<file path="src/sv/pptg_pkg.sv">
// ----------------------------------------------------------------------------
// pptg_pkg
// shared types and constants for the primitive pythagorean triple generator
// ----------------------------------------------------------------------------
`default_nettype none

package pptg_pkg;

  localparam int unsigned GEN_WIDTH = 31;
  localparam int unsigned PROD_WIDTH = 2 * GEN_WIDTH;
  localparam int unsigned RES_WIDTH = 63;

  typedef struct packed {
    logic [GEN_WIDTH-1:0] gen_p;
    logic [GEN_WIDTH-1:0] gen_q;
  } pptg_req_t;

  typedef struct packed {
    logic                 valid_res;
    logic [RES_WIDTH-1:0] odd_leg;
    logic [RES_WIDTH-1:0] even_leg;
    logic [RES_WIDTH-1:0] hypotenuse;
  } pptg_res_t;

  typedef struct packed {
    logic                 start;
    logic [GEN_WIDTH-1:0] op_a;
    logic [GEN_WIDTH-1:0] op_b;
  } gcd_cmd_t;

  typedef struct packed {
    logic busy;
    logic coprime;
  } gcd_stat_t;

endpackage

`default_nettype wire

</file>
<file path="src/sv/pptg_gcd.sv">
// ----------------------------------------------------------------------------
// pptg_gcd
// iterative binary gcd, one shift or one compare and subtract per cycle,
// reports whether the two operands are coprime
// ----------------------------------------------------------------------------
`default_nettype none

module pptg_gcd (
  input  wire                      clk_i,
  input  wire                      rst_ni,
  input  wire pptg_pkg::gcd_cmd_t  cmd_i,
  output pptg_pkg::gcd_stat_t      stat_o
);
  import pptg_pkg::*;

  logic [GEN_WIDTH-1:0] a_q, a_d;
  logic [GEN_WIDTH-1:0] b_q, b_d;
  logic                 busy_q, busy_d;
  logic                 coprime_q, coprime_d;
  logic                 a_gt_b;
  logic [GEN_WIDTH-1:0] diff;

  assign a_gt_b = a_q > b_q;
  assign diff   = a_gt_b ? (a_q - b_q) : (b_q - a_q);

  always_comb begin
    a_d       = a_q;
    b_d       = b_q;
    busy_d    = busy_q;
    coprime_d = coprime_q;
    if (cmd_i.start) begin
      if (!cmd_i.op_a[0] && !cmd_i.op_b[0]) begin
        // common factor of two
        busy_d    = 1'b0;
        coprime_d = 1'b0;
      end else begin
        a_d    = cmd_i.op_a;
        b_d    = cmd_i.op_b;
        busy_d = 1'b1;
      end
    end else if (busy_q) begin
      if (b_q == '0) begin
        busy_d    = 1'b0;
        coprime_d = (a_q == GEN_WIDTH'(1));
      end else if (!a_q[0]) begin
        a_d = a_q >> 1;
      end else if (!b_q[0]) begin
        b_d = b_q >> 1;
      end else if (a_gt_b) begin
        a_d = diff;
      end else begin
        b_d = diff;
      end
    end
  end

  always_ff @(posedge clk_i or negedge rst_ni) begin
    if (!rst_ni) begin
      busy_q    <= 1'b0;
      coprime_q <= 1'b0;
    end else begin
      busy_q    <= busy_d;
      coprime_q <= coprime_d;
    end
  end

  always_ff @(posedge clk_i) begin
    a_q <= a_d;
    b_q <= b_d;
  end

  assign stat_o.busy    = busy_q;
  assign stat_o.coprime = coprime_q;

endmodule

`default_nettype wire

</file>
<file path="src/sv/primitive_pythagorean_triple_gen_unit.sv">
// ----------------------------------------------------------------------------
// primitive_pythagorean_triple_gen_unit
// euclid's formula for a generator pair with a primitive pair check
// ----------------------------------------------------------------------------
// usage:
//   a request (gen_p, gen_q) is taken at a rising edge with start high and
//   busy low. busy stays high until the result is out.
//   the result (valid flag, odd leg, even leg, hypotenuse) is shown on res_o
//   for exactly one cycle, marked by res_valid_o; it must be taken then.
//   busy is already low in that cycle, so a new request may be given there.
// sequence:
//   one 31x31 multiplier is used three times (p*p, q*q, p*q), then one
//   shared adder forms the odd leg and the hypotenuse.
//   the gcd unit runs alongside, one shift or one subtract per cycle;
//   the result comes out once the phases pp, qq, pq, odd and hyp are done
//   and the gcd unit is no longer busy. one request at a time.
// reset:
//   rst_ni clears the sequencer and the strobe; no result is pending.
// ----------------------------------------------------------------------------
`default_nettype none

module primitive_pythagorean_triple_gen_unit (
  input  wire                       clk_i,
  input  wire                       rst_ni,
  input  wire                       start,
  output logic                      busy,
  input  wire pptg_pkg::pptg_req_t  req_i,
  output logic                      res_valid_o,
  output pptg_pkg::pptg_res_t       res_o
);
  import pptg_pkg::*;

  localparam logic [1:0] ST_IDLE = 2'd0;
  localparam logic [1:0] ST_MUL  = 2'd1;
  localparam logic [1:0] ST_WAIT = 2'd2;

  localparam logic [2:0] PH_PP  = 3'd0;
  localparam logic [2:0] PH_QQ  = 3'd1;
  localparam logic [2:0] PH_PQ  = 3'd2;
  localparam logic [2:0] PH_ODD = 3'd3;
  localparam logic [2:0] PH_HYP = 3'd4;

  logic [1:0]            state_q, state_d;
  logic [2:0]            ph_q, ph_d;
  logic                  res_valid_q, res_valid_d;
  logic                  accept;

  logic [GEN_WIDTH-1:0]  p_q, q_q;
  logic                  pair_ok_q;
  logic                  gt_q;
  logic                  both_odd_q;
  logic [RES_WIDTH-1:0]  pp_q, qq_q, pq_q;
  pptg_res_t             res_q;

  logic [GEN_WIDTH-1:0]  mul_a, mul_b;
  logic [PROD_WIDTH-1:0] prod;
  logic                  do_sub;
  logic [RES_WIDTH-1:0]  add_b;
  logic [RES_WIDTH-1:0]  add_sum;

  gcd_cmd_t              gcd_cmd;
  gcd_stat_t             gcd_stat;

  assign busy   = (state_q != ST_IDLE);
  assign accept = start && !busy;

  assign gcd_cmd.start = accept && (req_i.gen_p > req_i.gen_q) && (req_i.gen_q != '0);
  assign gcd_cmd.op_a  = req_i.gen_p;
  assign gcd_cmd.op_b  = req_i.gen_q;

  pptg_gcd u_gcd (
    .clk_i  (clk_i),
    .rst_ni (rst_ni),
    .cmd_i  (gcd_cmd),
    .stat_o (gcd_stat)
  );

  // shared multiplier
  always_comb begin
    case (ph_q)
      PH_PP: begin
        mul_a = p_q;
        mul_b = p_q;
      end
      PH_QQ: begin
        mul_a = q_q;
        mul_b = q_q;
      end
      default: begin
        mul_a = p_q;
        mul_b = q_q;
      end
    endcase
  end

  assign prod = PROD_WIDTH'(mul_a) * PROD_WIDTH'(mul_b);

  // shared adder
  assign do_sub  = (ph_q == PH_ODD);
  assign add_b   = do_sub ? ~qq_q : qq_q;
  assign add_sum = pp_q + add_b + RES_WIDTH'(do_sub);

  always_comb begin
    state_d     = state_q;
    ph_d        = ph_q;
    res_valid_d = 1'b0;
    case (state_q)
      ST_IDLE: begin
        if (accept) begin
          state_d = ST_MUL;
          ph_d    = PH_PP;
        end
      end
      ST_MUL: begin
        if (ph_q == PH_HYP) begin
          state_d = ST_WAIT;
        end else begin
          ph_d = ph_q + 3'd1;
        end
      end
      ST_WAIT: begin
        if (!gcd_stat.busy) begin
          state_d     = ST_IDLE;
          res_valid_d = 1'b1;
        end
      end
      default: begin
        state_d = ST_IDLE;
      end
    endcase
  end

  always_ff @(posedge clk_i or negedge rst_ni) begin
    if (!rst_ni) begin
      state_q     <= ST_IDLE;
      ph_q        <= PH_PP;
      res_valid_q <= 1'b0;
    end else begin
      state_q     <= state_d;
      ph_q        <= ph_d;
      res_valid_q <= res_valid_d;
    end
  end

  always_ff @(posedge clk_i) begin
    if (accept) begin
      p_q        <= req_i.gen_p;
      q_q        <= req_i.gen_q;
      gt_q       <= req_i.gen_p > req_i.gen_q;
      pair_ok_q  <= (req_i.gen_p > req_i.gen_q) && (req_i.gen_q != '0);
      both_odd_q <= req_i.gen_p[0] && req_i.gen_q[0];
    end
    if (state_q == ST_MUL) begin
      case (ph_q)
        PH_PP:   pp_q <= RES_WIDTH'(prod);
        PH_QQ:   qq_q <= RES_WIDTH'(prod);
        PH_PQ:   pq_q <= RES_WIDTH'(prod);
        PH_ODD:  res_q.odd_leg <= gt_q ? add_sum : '0;
        PH_HYP: begin
          res_q.hypotenuse <= add_sum;
          res_q.even_leg   <= {pq_q[RES_WIDTH-2:0], 1'b0};
        end
        default: begin
        end
      endcase
    end
    if ((state_q == ST_WAIT) && !gcd_stat.busy) begin
      res_q.valid_res <= pair_ok_q && gcd_stat.coprime && !both_odd_q;
    end
  end

  assign res_valid_o = res_valid_q;
  assign res_o       = res_q;

endmodule

`default_nettype wire

</file>
<file path="config.mk">
export PLATFORM = sky130hd
export DESIGN_NAME = primitive_pythagorean_triple_gen_unit
export DESIGN_NICKNAME = d
export VERILOG_FILES = /design/src/sv/pptg_pkg.sv /design/src/sv/pptg_gcd.sv /design/src/sv/primitive_pythagorean_triple_gen_unit.sv
export SDC_FILE = /design/constraint.sdc
export NUM_CORES = 2
export LEC_CHECK = 0
export ABC_AREA = 1
export BUFFER_PORTS_ARGS = -buffer_cell sky130_fd_sc_hd__buf_2
export CELL_PAD_IN_SITES_DETAIL_PLACEMENT = 0
export CELL_PAD_IN_SITES_GLOBAL_PLACEMENT = 1
export CORE_UTILIZATION = 45
export CTS_CLUSTER_SIZE = 40
export DETAILED_ROUTE_END_ITERATION = 12
export PLACE_DENSITY_LB_ADDON = 0.05
export SLEW_MARGIN = 20
export SYNTH_ARGS = -nofsm -noshare
export SYNTH_HDL_FRONTEND = slang
export SYNTH_HIERARCHICAL = 1
export SYNTH_SLANG_ARGS = --single-unit
</file>
<file path="constraint.sdc">
create_clock -name clk_i -period 9.45 [get_ports clk_i]
set_input_delay 1.4175 -clock clk_i [delete_from_list [all_inputs] [get_ports clk_i]]
set_output_delay 1.4175 -clock clk_i [all_outputs]
set_load 0.02 [all_outputs]
</file>
# Yosys cells after proc, flatten, opt, wreduce, memory -nomap -nowiden
# Index checks and enable logic that the tools add are counted.
word_totals:
  regBits: 510
  elab_cells: 117
  input_bits: 65
op_classes:
  n_bitwise: 1
  multipliers: 1
  n_reduce_logical: 35
  mux: 35
  n_addsub: 5
  magnitude_cmp: 2
  eq_ne: 17
ops:
  columns: ["op", "count"]
  rows:
  - ["31-bit 2-to-1 mux", 17]
  - ["62-bit by 63-bit adder with 63-bit output", 1]
  - ["63-bit by 1-bit adder with 63-bit output", 1]
  - ["63-bit 2-to-1 mux", 1]
  - ["62-bit inverter with 63-bit output", 1]
  - ["31-bit greater-than comparator", 2]
  - ["31-bit by 31-bit multiplier with 62-bit output", 1]
  - ["31-bit subtractor", 2]
  - ["31-bit by 1-bit equality test with 1-bit output (second input constant)", 1]
  - ["31-bit zero test", 1]
  - ["31-bit nonzero test", 1]
  - ["2-bit inequality test (second input constant)", 6]
  - ["3-bit AND reduction", 4]
  - ["1-bit 2-to-1 mux", 10]
  - ["2-bit AND reduction", 5]
  - ["5-bit AND reduction", 2]
  - ["2-bit nonzero test", 5]
  - ["1-bit logical AND", 9]
  - ["3-bit inequality test (second input constant)", 3]
  - ["3-bit by 2-bit equality test with 1-bit output (second input constant)", 2]
  - ["2-bit 2-to-1 mux", 3]
  - ["3-bit 2-to-1 mux", 2]
  - ["2-bit one-hot mux with 3 select lines", 1]
  - ["3-bit one-hot mux with 2 select lines", 1]
  - ["10 further kinds", 14]

# Longest topological paths before layout
depth:
  depth_word: 8
  depth_mapped: 37

# Hierarchy
# Netlist, hierarchy kept.
modules_own_cells:
  columns: ["module", "cells_each", "instances", "seq_area_each_um2", "area_each_um2"]
  rows:
  - ["primitive_pythagorean_triple_gen_unit", 6158, 1, 13362.8, 53667.7]
  - ["pptg_gcd", 1156, 1, 1911.8, 7521.0]

# Worst setup path before layout
# OpenSTA, ideal clock, no wires.
synth_path:
  path_kind: "reg-to-reg"
  startpoint: "reg ph_q[0]"
  endpoint: "reg pp_q[47] (data pin)"
  arrival_time_ns: 6.894
  setup_ns: 0.261
  path_buffers: 3
  period_less_slack_ns: 7.155
  setup_slack_ns: 2.295
  stages_incl_launch_ff: 35
  t_required_ns: 9.189
  path_cell_list: "dfrtp_1 -> inv_1 -> ha_1 -> nand2_4 -> buf_6 -> buf_6 -> nand2_1 -> o21ai_2 -> inv_4 -> buf_6 -> nor2_1 -> fa_1 -> inv_1 -> fa_1 -> inv_1 -> fa_1 -> inv_1 -> fa_1 -> inv_1 -> fa_1 -> fa_1 -> fa_1 -> inv_1 -> fa_1 -> inv_1 -> ha_1 -> nand2_1 -> nor2_1 -> inv_1 -> nor2_1 -> inv_1 -> nor3_1 -> nand2_1 -> nand4_1 -> nand2_1"
synth_between:
  elab_chain_cells: 3
  elab_cells_between_ends: 5
  classes_between: "mul (1); eq/ne (1); mux (2); reduce/logical (1)"
synth_lines:
  columns: ["element", "line_no", "text"]
  rows:
  - ["start, declared", "primitive_pythagorean_triple_gen_unit.sv:44", "logic [2:0] ph_q, ph_d;"]
  - ["start signal, assigned", "primitive_pythagorean_triple_gen_unit.sv:140", "ph_q <= ph_d;"]
  - ["3-bit by 1-bit equality test with 1-bit output / 3-bit zero test (equally long branches)", "primitive_pythagorean_triple_gen_unit.sv:80", "case (ph_q)"]
  - ["31-bit 2-to-1 mux", "primitive_pythagorean_triple_gen_unit.sv:80", null]
  - ["31-bit by 31-bit multiplier with 62-bit output (*)", "primitive_pythagorean_triple_gen_unit.sv:96", "assign prod = PROD_WIDTH'(mul_a) * PROD_WIDTH'(mul_b);"]
  - ["via prod[47]", "primitive_pythagorean_triple_gen_unit.sv:56", "logic [PROD_WIDTH-1:0] prod;"]
  - ["end signal, assigned", "primitive_pythagorean_triple_gen_unit.sv:155", "PH_PP: pp_q <= RES_WIDTH'(prod);"]
  - ["end, declared", "primitive_pythagorean_triple_gen_unit.sv:52", "logic [RES_WIDTH-1:0] pp_q, qq_q, pq_q;"]
# The timed path passes the listed nets; every way through them passes the cells marked *.
# A chain may end at the register's enable or synchronous reset.

# Final worst setup path
layout_path:
  startpoint: "reg ph_q[0]"
  endpoint: "reg pp_q[22] (data pin)"
# Same word-level chain as after synthesis.

==> results.md <==
- Worst skew pair latency: 0.68 ns
- Unrepaired setup endpoints after global routing: false
- Fin crit period: 9.07 ns
- Worst setup startpoint: ph_q[0]$_DFFE_PN0P_
- Bufs on Longest Clock Path: 3
- Worst Path Required: 9.81 ns
- Initial Util: 45.6%
- Port bufs: 255
- GRT overflow: 0
- Clock Skew: 0.0542 ns
- Synth cell types: 51
- Met3 WL: 14900 µm
- TritonCTS Sinks: 510
- Fillers: 13.3k
- Largest net degree at the start of global routing: 127
- Netlist Area Pre-Place: 61200 µm²
- Sequential fraction of the synthesis area: 25.0%
- Crit path capture type: register
- Met1 wire length: 90000 µm
- HPWL after DPL: 181000 µm
- Chip height: 371 µm
- First DRT Iteration DRCs: 3905
- Die area: 137000 µm²
- Avg Cell Area, Syn: 8.37 µm²
- WHS: 0.396 ns
- Layout cells sized above 1: 8.98%
- Post-Syn Instances: 7314
- CTS tree: yes
- PostCTS Resize Cnt: 0
- Final-stage net count: 8881
- Slew Limit Fails: 0
- YS warnings: 6
- Uppermost layer routed: met4
- GP Congestion: 0.988
- CTS buffer count: 57
- Io pins: 257
- Reg clk slew, reported paths: 0.06 ns
- WS Path Type: register to register
- Die X: 371 µm
- TritonRoute pass-1 iters: 5
- FMAX: 110 MHz
- DP Worst Slack: 0.532 ns
- Synthesized netlist net count: 8633
- Via count: 48.6k
- Antenna violations before repair: 0
- Number of max-cap violations: 0
- Drt total wl: 219000 µm
- #FFs+latches synth: 510
- Number of global-route vias before repair: 49.9k
- Row count: 134
- Fin crit share: 96.0%
- Hold wc startpoint: pq_q[0]$_DFFE_PP_
- HP Class: register to register
- Crit Reg-Reg Startpoint: ph_q[0]$_DFFE_PN0P_
- Element type at the critical path start: register
- Worst Tran Pin Value: 1.15 ns
- Metal2 WL: 104000 µm
- Worst Path Max Fanout: 30
- Number of setup violations in the final report: 0
- Final hold violation count: 0
- H-tree level count: 2
- Ant diodes: 0
- Finished Core Util: 49.6%
- Gr usage total: 32.2%
- DRC viols: 0
- Final WS setup: 0.376 ns
- # hold bufs at CTS: 0
- Clock root cell: clkbuf_16
- Arr. time, crit path: 9.44 ns
- Drt wl/cell: 23.3 µm
- Core area: 134000 µm²
- Final ANT Viol Nets: 0
- Setup TNS: 0 ns
- First-pass GRT wire length: 323000 µm
- Area grow syn2layout: 8.72%
- Post-CTS Setup Bufs: 0
- Vias per Instance: 5.19
- Slew HR: 22.3%
- Status: completed
## critical path, cell delays in order (launching register included)
cell	delay, ns
dfrtp_1	0.42
inv_1	0.10
ha_1	0.22
nand2_4	0.28
buf_4	0.32
o21ai_4	0.34
inv_1	0.35
buf_4	0.32
nor2_1	0.14
fa_1	0.48
fa_1	0.50
fa_1	0.55
inv_1	0.06
fa_1	0.48
inv_1	0.05
fa_1	0.48
fa_1	0.57
fa_1	0.44
fa_1	0.48
ha_1	0.36
a21oi_1	0.26
o21ai_0	0.22
a21oi_1	0.39
nand3_1	0.40
xor2_1	0.53
## flip-flops by register name, indices dropped and copies added (netlist names)
name,cells
pq_q,62
u_gcd/a_q,31
u_gcd/busy_q,1
pair_ok_q,1
gt_q,1
pp_q,62
ph_q,3
res_valid_o,1
u_gcd/b_q,31
both_odd_q,1
q_q,31
p_q,31
u_gcd/coprime_q,1
res_o,189
qq_q,62
state_q,2
## final timing paths
kind | to | slack, ns | cells after the start
max | pp_q[22]$_DFFE_PP_ | 0.38 | 24
min | res_o[64]$_DFFE_PP_ | 0.40 | 0
max reg2reg | pp_q[22]$_DFFE_PP_ | 0.38 | 24
min reg2reg | res_o[64]$_DFFE_PP_ | 0.40 | 0
max in group asynchronous | ph_q[2]$_DFFE_PN0P_ | 8.65 | 1
min in group asynchronous | ph_q[1]$_DFFE_PN0P_ | 0.62 | 1
## layer usage
metal  vias up  GRT usage (%)
li1      22472              -
met1     23963           41.6
met2      1812           54.6
met3       379           4.73
met4         0           12.3
met5         -              0
## area by class of cell
| class | instances | area, µm² | share of cell area [%] |
|---|---|---|---|
| clock buffers | 67 | 1460 | 2.20 |
| clock inverters | 39 | 402 | 0.604 |
| inverters | 1682 | 6320 | 9.49 |
| multi-input cells | 4928 | 38600 | 58.0 |
| flip-flops and latches | 510 | 15300 | 23.0 |
| well taps | 1768 | 2210 | 3.33 |
| repair buffers | 383 | 2260 | 3.40 |
## Yosys cell counts, drive strengths merged
| library cell | n | area, µm² |
|---|---|---|
| a31o | 1 | 8.76 |
| edfxtp | 502 | 15100 |
| clkinv | 2 | 7.51 |
| nor2 | 905 | 3450 |
| o21ai | 167 | 1100 |
| nand4 | 42 | 284 |
| xor2 | 132 | 1190 |
| nand3 | 149 | 766 |
| dfrtp | 8 | 200 |
| xnor2 | 35 | 307 |
| a21boi | 2 | 15.0 |
| nand2 | 1842 | 7020 |
| a22oi | 25 | 188 |
| nand3b | 20 | 150 |
| a31oi | 1 | 6.26 |
| ha | 414 | 5180 |
| nor3 | 28 | 170 |
| and2 | 16 | 100 |
| buf | 157 | 962 |
| a21oi | 248 | 1310 |
| a21o | 3 | 22.5 |
| o21a | 5 | 37.5 |
| o211a | 1 | 10.0 |
| nor4 | 20 | 125 |
| conb | 1 | 3.75 |
| or2 | 5 | 31.3 |
| clkbuf | 37 | 140 |
| o21bai | 21 | 158 |
| inv | 1680 | 6310 |
| fa | 840 | 16800 |
| o211ai | 5 | 37.5 |
## cell usage in the layout (no fill, tap or decap), drive strengths merged, types with 20 or more instances in the layout
cell / count
nand2: 1842
inv: 1682
nor2: 905
fa: 840
edfxtp: 502
ha: 414
buf: 383
a21oi: 248
o21ai: 167
nand3: 149
xor2: 132
clkbuf: 67
nand4: 42
xnor2: 35
clkinv: 30
nor3: 28
a22oi: 25
o21bai: 21
nand3b: 20
nor4: 20
## per-stage QoR
step | cell area [µm²] | cells
finish | 66500 | 9377
global route | 66500 | 9377
CTS | 66500 | 9377
detailed placement | 64700 | 9271
global placement | 64700 | 9271
floorplan | 61200 | 7314
## kinds of logic after synthesis
family | after synthesis | share of synthesized area (%)
simple gates | 3027 | 19.8
xor+xnor | 167 | 2.44
buf+inv | 1876 | 12.1
other cells | 1 | 0.00613
fa+ha+maj | 1254 | 35.9
compound gates | 479 | 4.74
flops | 510 | 25.0
Power is left out: the tool's default activity adds up to more than one toggle a clock period on the data nets, which glitch-free logic cannot reach.
